==> config.mk <==
export PLATFORM = sky130hd
export DESIGN_NAME = card_access_machine_interlock_top
export DESIGN_NICKNAME = d
export VERILOG_FILES = /design/src/sv/cami_pkg.sv /design/src/sv/cami_cfg_regs.sv /design/src/sv/cami_core.sv /design/src/sv/card_access_machine_interlock_top.sv
export SDC_FILE = /design/constraint.sdc
export NUM_CORES = 1
export LEC_CHECK = 0
export ABC_CLOCK_PERIOD_IN_PS = 6100
export BUFFER_PORTS_ARGS = -buffer_cell sky130_fd_sc_hd__buf_2
export CAP_MARGIN = 20
export CORE_MARGIN = 4
export CORE_UTILIZATION = 63
export CTS_CLUSTER_SIZE = 24
export DETAILED_ROUTE_END_ITERATION = 10
export GPL_ROUTABILITY_DRIVEN = 0
export MAX_ROUTING_LAYER = met4
export PLACE_DENSITY_LB_ADDON = 0.15
export SYNTH_ARGS = -nofsm -noshare
export SYNTH_HDL_FRONTEND = slang
export SYNTH_SLANG_ARGS = --single-unit
==> constraint.sdc <==
create_clock -name i_clk -period 6.1 [get_ports i_clk]
set_input_delay 1.22 -clock i_clk [delete_from_list [all_inputs] [get_ports i_clk]]
set_output_delay 1.22 -clock i_clk [all_outputs]
set_load 0.005 [all_outputs]
==> src/sv/cami_pkg.sv <==
// ----------------------------------------------------------------------------
// cami_pkg
// Shared types and constants for the card access machine interlock.
// ----------------------------------------------------------------------------
`default_nettype none

package cami_pkg;

    localparam int TIME_BITS_DEF = 32;
    localparam int NOW_W         = 32;
    localparam int FILT_W        = 16;
    localparam int FAIL_W        = 6;
    localparam int CFG_IDX_W     = 3;
    localparam int CFG_DATA_W    = 16;

    // configuration register indexes
    localparam logic [CFG_IDX_W-1:0] CFG_CARD_MUST_STAY   = 3'd0;
    localparam logic [CFG_IDX_W-1:0] CFG_SERVER_CHECK_EN  = 3'd1;
    localparam logic [CFG_IDX_W-1:0] CFG_STOP_FILTER_MS   = 3'd2;
    localparam logic [CFG_IDX_W-1:0] CFG_CARD_FILTER_MS   = 3'd3;
    localparam logic [CFG_IDX_W-1:0] CFG_CHECK_INTERVAL   = 3'd4;
    localparam logic [CFG_IDX_W-1:0] CFG_FAIL_LIMIT       = 3'd5;

    // reset values of the configuration registers
    localparam logic              RST_CARD_MUST_STAY  = 1'b1;
    localparam logic              RST_SERVER_CHECK_EN = 1'b0;
    localparam logic [FILT_W-1:0] RST_STOP_FILTER_MS  = 16'd100;
    localparam logic [FILT_W-1:0] RST_CARD_FILTER_MS  = 16'd3000;
    localparam logic [FILT_W-1:0] RST_CHECK_INTERVAL  = 16'd2000;
    localparam logic [FAIL_W-1:0] RST_FAIL_LIMIT      = 6'd40;

    typedef enum logic [1:0] {
        MODE_STANDBY = 2'd0,
        MODE_IDENT   = 2'd1,
        MODE_RUN     = 2'd2,
        MODE_RESET   = 2'd3
    } t_mode;

    typedef enum logic [1:0] {
        CHK_NONE = 2'd0,
        CHK_PASS = 2'd1,
        CHK_FAIL = 2'd2
    } t_check_event;

    typedef struct packed {
        logic              card_must_stay;
        logic              server_check_en;
        logic [FILT_W-1:0] stop_filter_ms;
        logic [FILT_W-1:0] card_filter_ms;
        logic [FILT_W-1:0] check_interval_ms;
        logic [FAIL_W-1:0] fail_limit;
    } t_cfg;

    typedef struct packed {
        logic card_present;
        logic stop_pressed;
        logic auth_ok;
        logic check_ok;
    } t_poll;

    typedef struct packed {
        t_mode             mode_now;
        logic              relay_on;
        logic              led_red;
        logic              led_amber;
        logic              led_go;
        t_check_event      check_event;
        logic [FAIL_W-1:0] fail_tally;
    } t_result;

endpackage

`default_nettype wire

==> src/sv/cami_cfg_regs.sv <==
// ----------------------------------------------------------------------------
// cami_cfg_regs
// Configuration register file, written by index.
// ----------------------------------------------------------------------------
`default_nettype none

module cami_cfg_regs import cami_pkg::*; (
    input  wire logic                  i_clk,
    input  wire logic                  i_rst_n,
    input  wire logic                  i_wr_en,
    input  wire logic [CFG_IDX_W-1:0]  i_wr_index,
    input  wire logic [CFG_DATA_W-1:0] i_wr_data,
    output t_cfg                       o_cfg
);

    t_cfg r_cfg;

    always_ff @(posedge i_clk) begin
        if (!i_rst_n) begin
            r_cfg.card_must_stay    <= RST_CARD_MUST_STAY;
            r_cfg.server_check_en   <= RST_SERVER_CHECK_EN;
            r_cfg.stop_filter_ms    <= RST_STOP_FILTER_MS;
            r_cfg.card_filter_ms    <= RST_CARD_FILTER_MS;
            r_cfg.check_interval_ms <= RST_CHECK_INTERVAL;
            r_cfg.fail_limit        <= RST_FAIL_LIMIT;
        end else if (i_wr_en) begin
            case (i_wr_index)
                CFG_CARD_MUST_STAY:  r_cfg.card_must_stay    <= i_wr_data[0];
                CFG_SERVER_CHECK_EN: r_cfg.server_check_en   <= i_wr_data[0];
                CFG_STOP_FILTER_MS:  r_cfg.stop_filter_ms    <= i_wr_data[FILT_W-1:0];
                CFG_CARD_FILTER_MS:  r_cfg.card_filter_ms    <= i_wr_data[FILT_W-1:0];
                CFG_CHECK_INTERVAL:  r_cfg.check_interval_ms <= i_wr_data[FILT_W-1:0];
                CFG_FAIL_LIMIT:      r_cfg.fail_limit        <= i_wr_data[FAIL_W-1:0];
                default: ;
            endcase
        end
    end

    assign o_cfg = r_cfg;

endmodule

`default_nettype wire

==> src/sv/cami_core.sv <==
// ----------------------------------------------------------------------------
// cami_core
// Interlock state machine with server check, stop and card absence timers.
// ----------------------------------------------------------------------------
`default_nettype none

module cami_core import cami_pkg::*; #(
    parameter int TIME_BITS = TIME_BITS_DEF
) (
    input  wire logic                 i_clk,
    input  wire logic                 i_rst_n,
    input  wire logic                 i_fire,
    input  wire t_cfg                 i_cfg,
    input  wire logic [TIME_BITS-1:0] i_now,
    input  wire t_poll                i_poll,
    output t_mode                     o_mode,
    output t_result                   o_result
);

    t_mode               r_mode,         n_mode;
    logic [TIME_BITS-1:0] r_last_check,  n_last_check;
    logic [FAIL_W-1:0]    r_fail,        n_fail;
    logic                 r_stop_timing, n_stop_timing;
    logic [TIME_BITS-1:0] r_stop_start,  n_stop_start;
    logic                 r_abs_timing,  n_abs_timing;
    logic [TIME_BITS-1:0] r_abs_start,   n_abs_start;

    logic [TIME_BITS-1:0] w_el_check;
    logic [TIME_BITS-1:0] w_el_stop;
    logic [TIME_BITS-1:0] w_el_abs;
    logic                 w_check_due;
    logic                 w_fail_trip;
    logic                 w_stop_trip;
    logic                 w_abs_trip;
    t_check_event         w_event;

    // wrapping differences; a timer that starts on this poll has zero elapsed
    assign w_el_check  = i_now - r_last_check;
    assign w_el_stop   = r_stop_timing ? (i_now - r_stop_start) : '0;
    assign w_el_abs    = r_abs_timing  ? (i_now - r_abs_start)  : '0;
    assign w_check_due = i_cfg.server_check_en
                       && (w_el_check >= TIME_BITS'(i_cfg.check_interval_ms));

    // datapath: timers, check tally
    always_comb begin
        n_last_check  = r_last_check;
        n_fail        = r_fail;
        n_stop_timing = r_stop_timing;
        n_stop_start  = r_stop_start;
        n_abs_timing  = r_abs_timing;
        n_abs_start   = r_abs_start;
        w_event       = CHK_NONE;
        w_fail_trip   = 1'b0;
        w_stop_trip   = 1'b0;
        w_abs_trip    = 1'b0;
        case (r_mode)
            MODE_IDENT: begin
                if (i_poll.auth_ok) begin
                    n_fail       = '0;
                    n_last_check = i_now;
                end
            end
            MODE_RUN: begin
                if (i_cfg.card_must_stay) begin
                    if (w_check_due) begin
                        n_last_check = i_now;
                        if (i_poll.check_ok) begin
                            n_fail  = '0;
                            w_event = CHK_PASS;
                        end else begin
                            n_fail      = (r_fail != '1) ? r_fail + FAIL_W'(1) : r_fail;
                            w_event     = CHK_FAIL;
                            w_fail_trip = (n_fail >= i_cfg.fail_limit);
                        end
                    end
                    if (i_poll.stop_pressed) begin
                        n_stop_timing = 1'b1;
                        if (!r_stop_timing) begin
                            n_stop_start = i_now;
                        end
                        w_stop_trip = (w_el_stop >= TIME_BITS'(i_cfg.stop_filter_ms));
                    end else begin
                        n_stop_timing = 1'b0;
                    end
                    if (!i_poll.card_present) begin
                        n_abs_timing = 1'b1;
                        if (!r_abs_timing) begin
                            n_abs_start = i_now;
                        end
                        w_abs_trip = (w_el_abs >= TIME_BITS'(i_cfg.card_filter_ms));
                    end else begin
                        n_abs_timing = 1'b0;
                    end
                end
            end
            MODE_RESET: begin
                n_fail = '0;
            end
            default: ;
        endcase
    end

    // next state
    always_comb begin
        n_mode = r_mode;
        case (r_mode)
            MODE_STANDBY: begin
                if (i_poll.card_present) begin
                    n_mode = MODE_IDENT;
                end
            end
            MODE_IDENT: begin
                n_mode = i_poll.auth_ok ? MODE_RUN : MODE_RESET;
            end
            MODE_RUN: begin
                if (i_cfg.card_must_stay) begin
                    if (w_fail_trip || w_stop_trip || w_abs_trip) begin
                        n_mode = MODE_RESET;
                    end
                end else if (i_poll.stop_pressed) begin
                    n_mode = MODE_RESET;
                end
            end
            MODE_RESET: begin
                if (!i_poll.card_present && !i_poll.stop_pressed) begin
                    n_mode = MODE_STANDBY;
                end
            end
            default: n_mode = r_mode;
        endcase
    end

    // outputs follow the new state
    always_comb begin
        o_result.mode_now    = n_mode;
        o_result.relay_on    = 1'b0;
        o_result.led_red     = 1'b0;
        o_result.led_amber   = 1'b0;
        o_result.led_go      = 1'b0;
        o_result.check_event = w_event;
        o_result.fail_tally  = n_fail;
        case (n_mode)
            MODE_STANDBY: o_result.led_amber = 1'b1;
            MODE_IDENT: begin
                o_result.led_amber = 1'b1;
                o_result.led_go    = 1'b1;
            end
            MODE_RUN: begin
                o_result.relay_on = 1'b1;
                o_result.led_go   = 1'b1;
            end
            MODE_RESET: o_result.led_red = 1'b1;
            default: ;
        endcase
    end

    always_ff @(posedge i_clk) begin
        if (!i_rst_n) begin
            r_mode        <= MODE_STANDBY;
            r_last_check  <= '0;
            r_fail        <= '0;
            r_stop_timing <= 1'b0;
            r_stop_start  <= '0;
            r_abs_timing  <= 1'b0;
            r_abs_start   <= '0;
        end else if (i_fire) begin
            r_mode        <= n_mode;
            r_last_check  <= n_last_check;
            r_fail        <= n_fail;
            r_stop_timing <= n_stop_timing;
            r_stop_start  <= n_stop_start;
            r_abs_timing  <= n_abs_timing;
            r_abs_start   <= n_abs_start;
        end
    end

    assign o_mode = r_mode;

endmodule

`default_nettype wire

==> src/sv/card_access_machine_interlock_top.sv <==
// ----------------------------------------------------------------------------
// card_access_machine_interlock_top
// Card access machine interlock: one poll in, one result out.
// ----------------------------------------------------------------------------
// Path: a poll accepted into the input register is evaluated against the
//   interlock state and lands in the result register while output is not stalled.
// Throughput: one poll per cycle while output is not stalled; the state update
//   is one compare-and-subtract pass between the input and result registers.
// Reset: synchronous, active low; state to standby, timers and tally cleared,
//   configuration to its defaults, both pipeline stages empty.
`default_nettype none

module card_access_machine_interlock_top import cami_pkg::*; #(
    parameter int TIME_BITS = TIME_BITS_DEF
) (
    input  wire logic                  i_clk,
    input  wire logic                  i_rst_n,
    // poll channel
    input  wire logic                  i_in_valid,
    output logic                       o_in_stall,
    input  wire logic [NOW_W-1:0]      i_now_ms,
    input  wire logic                  i_card_present,
    input  wire logic                  i_stop_pressed,
    input  wire logic                  i_auth_ok,
    input  wire logic                  i_check_ok,
    // result channel
    output logic                       o_out_valid,
    input  wire logic                  i_out_stall,
    output logic [1:0]                 o_mode_now,
    output logic                       o_relay_on,
    output logic                       o_led_red,
    output logic                       o_led_amber,
    output logic                       o_led_go,
    output logic [1:0]                 o_check_event,
    output logic [FAIL_W-1:0]          o_fail_tally,
    // configuration
    input  wire logic                  i_cfg_valid,
    output logic                       o_cfg_ready,
    input  wire logic [CFG_IDX_W-1:0]  i_cfg_index,
    input  wire logic [CFG_DATA_W-1:0] i_cfg_data
);

    t_cfg                 w_cfg;
    logic                 r_in_valid;
    logic [NOW_W-1:0]     r_now_ms;
    t_poll                r_poll;
    logic [TIME_BITS-1:0] w_now;
    logic                 r_out_valid;
    t_result              r_result;
    t_result              w_result;
    t_mode                w_mode;
    logic                 w_out_free;
    logic                 w_fire;
    logic                 w_in_free;

    assign o_cfg_ready = 1'b1;

    cami_cfg_regs u_cfg (
        .i_clk      (i_clk),
        .i_rst_n    (i_rst_n),
        .i_wr_en    (i_cfg_valid),
        .i_wr_index (i_cfg_index),
        .i_wr_data  (i_cfg_data),
        .o_cfg      (w_cfg)
    );

    assign w_out_free = !r_out_valid || !i_out_stall;
    assign w_fire     = r_in_valid && w_out_free;
    assign w_in_free  = !r_in_valid || w_fire;
    assign o_in_stall = !w_in_free;

    always_ff @(posedge i_clk) begin
        if (!i_rst_n) begin
            r_in_valid <= 1'b0;
        end else if (w_in_free) begin
            r_in_valid <= i_in_valid;
        end
    end

    always_ff @(posedge i_clk) begin
        if (w_in_free && i_in_valid) begin
            r_now_ms            <= i_now_ms;
            r_poll.card_present <= i_card_present;
            r_poll.stop_pressed <= i_stop_pressed;
            r_poll.auth_ok      <= i_auth_ok;
            r_poll.check_ok     <= i_check_ok;
        end
    end

    // timestamp held in TIME_BITS bits
    assign w_now = TIME_BITS'(r_now_ms);

    cami_core #(
        .TIME_BITS (TIME_BITS)
    ) u_core (
        .i_clk    (i_clk),
        .i_rst_n  (i_rst_n),
        .i_fire   (w_fire),
        .i_cfg    (w_cfg),
        .i_now    (w_now),
        .i_poll   (r_poll),
        .o_mode   (w_mode),
        .o_result (w_result)
    );

    always_ff @(posedge i_clk) begin
        if (!i_rst_n) begin
            r_out_valid <= 1'b0;
        end else if (w_out_free) begin
            r_out_valid <= r_in_valid;
        end
    end

    always_ff @(posedge i_clk) begin
        if (w_fire) begin
            r_result <= w_result;
        end
    end

    assign o_out_valid   = r_out_valid;
    assign o_mode_now    = r_result.mode_now;
    assign o_relay_on    = r_result.relay_on;
    assign o_led_red     = r_result.led_red;
    assign o_led_amber   = r_result.led_amber;
    assign o_led_go      = r_result.led_go;
    assign o_check_event = r_result.check_event;
    assign o_fail_tally  = r_result.fail_tally;

    // interlock state moves only when a poll is evaluated
    a_mode_moves_on_fire: assert property (@(posedge i_clk) disable iff (!i_rst_n)
        !w_fire |=> $stable(w_mode))
        else $error("interlock state changed without a poll");

    // a server check only happens while running, leaving running or reset
    a_check_in_run: assert property (@(posedge i_clk) disable iff (!i_rst_n)
        o_out_valid && (o_check_event != CHK_NONE)
        |-> (o_mode_now == MODE_RUN) || (o_mode_now == MODE_RESET))
        else $error("check event outside running");

    // a passed check clears the failure tally
    a_pass_clears: assert property (@(posedge i_clk) disable iff (!i_rst_n)
        o_out_valid && (o_check_event == CHK_PASS) |-> (o_fail_tally == '0))
        else $error("tally not cleared by passed check");

    // relay only with the running state
    a_relay_run: assert property (@(posedge i_clk) disable iff (!i_rst_n)
        o_out_valid |-> (o_relay_on == (o_mode_now == MODE_RUN)))
        else $error("relay does not match running state");

endmodule

`default_nettype wire
==> results by group <==
Yosys
  • Syn_area_per_cell: 8.10 sq um
  • YS warnings: 0
  • Gate Count Post-Synth: 1925
  • Top cell type by total area after synthesis: dfxtp_1
  • EDFF count, synth: 50
  • Top cell type's share of synthesized area: 21.0%
  • Sequential share of the synthesized area: 30.7%
  • Synth area leaders: dfxtp_1, ha_1, edfxtp_1
  • Post-synth cell types: 94
  • Top FF cell, synth: dfxtp_1
  • Synth Register Bits: 214
  • Syn_nets: 2136
  • Ys async rst share: 0%
  • Mapped cell area: 0.0156 sq mm

Critical path
  • R2R depth: 19
  • Worst path arrival time: 5.80 ns
  • Worst r2r dst: u_core.r_last_check[15]
  • Crit Path Max Fanout: 32
  • CP Capture Type: register
  • WP data required: 6.53 ns
  • R2R Setup Slk: 0.73 ns
  • Worst R2R Start: r_now_ms[1]
  • Critical path class: register to register
  • Startpoint types: register

GRT
  • First-pass GRT wire length: 65900 um
  • Vias in the first global route: 13300
  • Initial antenna violation count: 0
  • GRT Util Overall: 30.3%
  • Total grt overflow: 0
  • Pin count of the biggest net entering global routing: 100

Hold path
  • Hold endpoint: u_cfg.o_cfg[23]
  • Hold depth: 2
  • Min-delay src: u_cfg.o_cfg[23]
  • Worst hold path type: register to register

Flow run
  • Max-Cap Viols: 0

Clocking
  • Reg clk slew, reported paths: 0.06 ns
  • Num CTS Buffers: 25
  • CTS resizes: 0
  • CTS Hold Bufs: 0
  • Setup Buffers After CTS: 0
  • CTS sink count: 214
  • CTS tree: yes
  • H-tree depth: 1
  • Root Driver: clkbuf_16
  • Clk_lat worst skew: 0.54 ns
  • Deepest clock path buffer count: 3

Layout
  • ANT cells: 0
  • Layout cells sized above 1: 8.04%
  • Area grow syn2layout: 8.55%
  • Utilization after layout: 69.6%
  • Commonest non-fill, non-tap cell in the layout: nand2_1
  • Total Nets Final: 2170
  • Commonest non-fill, non-tap cells in the layout: nand2_1, inv_1, dfxtp_1, ha_1, a21oi_1
  • Fin area: 0.0169 sq mm

Power
  • Worst IR Drop VDD: 0.000246 V
  • Pwr Density: 214 mW/mm^2
  • Comb power frac: 15.9%
  • Net Sw Frac: 27.8%
  • Int Pwr: 2.62 mW
  • Net load switching power: 1.01 mW
  • Clock power frac: 41.8%
  • Leakage: 6.71 nW
  • Reg power frac: 42.3%

Timing
  • Max-slew headroom: 31.2%
  • Count of final max-slew check failures: 0
  • Post-route clock period utilization: 88.1%
  • Max frequency: 0.186 GHz
  • Hold Slack: 0.464 ns
  • Final setup fails: 0
  • Slew @ Worst Pin: 1.03 ns
  • Sum Neg Setup Slack: 0 ns
  • Post-layout min period: 5.37 ns
  • Worst Clk Skew: 0.0136 ns
  • Final hold vios: 0
  • RSZ-0062 raised after global routing: no

Floorplan
  • Standard-cell rows: 57
  • Core box area: 0.0243 sq mm
  • Die Y: 165 um
  • IO Count: 77
  • DIE AREA: 0.0273 sq mm
  • Die W: 165 um
  • Initial Util: 64.1%

Routing
  • Via count: 14100
  • # DRC: 0
  • 1st-iter DRT viols: 1173
  • Antenna viol nets, final: 0
  • Vias per cell: 6.14
  • WL/cell: 17.7 um
  • First drt pass iteration count: 6
  • Post-Route WL: 40700 um

Placed design
  • Number of port buffers: 75
  • Placed inst area: 0.0161 sq mm
  • HPWL Detailed: 31100 um

Run status
  • Outcome: finished clean
power by group through the flow:
stage	clock, mW	sequential [mW]	combinational (mW)
after CTS	1.54	1.53	0.565
after detailed placement	0	1.56	0.560
after global routing	1.60	1.53	0.638
after floorplan	0	1.54	0.425
final	1.51	1.53	0.577
after global placement	0	1.56	0.548
logic make-up after synthesis:
group / share of synthesized area, %
flip-flops: 30.7
multiplexers: 3.47
AND/OR/NAND/NOR: 20.4
XOR/XNOR: 3.20
adder cells (fa/ha/maj): 12.3
other: 0.0240
buffers and inverters: 6.83
AO/OA/AOI/OAI: 23.2
synthesized netlist by cell type, types with 20 or more instances:
cell type / count
a21o_1: 38
a21oi_1: 126
nor3_1: 25
edfxtp_1: 50
nor2b_1: 57
inv_1: 170
o21ai_0: 71
clkbuf_1: 61
xor2_1: 20
nand4_1: 28
ha_1: 148
dfxtp_1: 164
mux2i_1: 53
a21boi_0: 104
o21a_1: 21
nand2b_1: 23
nor2_1: 97
o211ai_1: 34
nand3_1: 31
nand2_1: 329
xnor2_1: 37
final cells by class:
class	count	area, sq um
flip-flops and latches	214	4780
multi-input cells	1462	9770
fillers	1991	7390
clock buffers	30	686
inverters	171	642
clock inverters	15	163
well taps	324	405
repair buffers	85	485
critical path, cell delays in order (launching register included):
cell	delay [ns]
edfxtp_1	0.53
inv_1	0.16
fa_1	0.47
nor2b_1	0.19
o2111ai_1	0.24
a211oi_1	0.54
nor2_1	0.11
xnor2_1	0.15
ha_1	0.29
nor2b_1	0.13
o21ai_0	0.12
o21ai_0	0.11
nor4_1	0.21
o2111a_1	0.25
nand4_2	0.12
nor4_4	0.57
o21a_2	0.23
buf_4	0.46
mux2i_1	0.28
nor2b_1	0.07
metrics by stage:
step	worst slack (ns)	std cells	power, mW
after floorplan	1.41	1925	1.96
after global placement	1.03	2253	2.11
after detailed placement	0.869	2254	2.12
after CTS	0.813	2299	3.63
after global routing	0.355	2301	3.77
final	0.725	2301	3.62
metal layers:
| metal | vias to the layer above | track usage (%) | routed length (um) |
|---|---|---|---|
| met5 | - | - | 0 |
| met4 | 0 | 10.8 | 1570 |
| met3 | 115 | 3.25 | 2770 |
| met2 | 520 | 48.9 | 18500 |
| met1 | 6624 | 39.9 | 17900 |
| li1 | 6871 | - | - |
how the worst max path moves through the flow:
stage                                          to   startpoint  slack [ns]  depth (start not counted)
after floorplan                     o_mode_now[0]  r_now_ms[3]        1.41                         20
after global placement              o_mode_now[0]  r_now_ms[3]        1.03                         21
after detailed placement   u_core.r_last_check[6]  r_now_ms[1]        0.87                         19
after CTS                 u_core.r_last_check[15]  r_now_ms[1]        0.81                         19
after global routing      u_core.r_last_check[23]  r_now_ms[1]        0.36                         19
final                     u_core.r_last_check[15]  r_now_ms[1]        0.73                         19
sequential cells by signal, summed over array words and instances (netlist names), 4 cells and up:
name,cells
u_core.r_stop_start,32
u_cfg.o_cfg,56
u_core.r_last_check,32
u_core.r_abs_start,32
u_core.r_fail,6
r_poll,4
o_fail_tally,6
r_now_ms,32
Note: power is estimated with default switching activity, not from simulation.
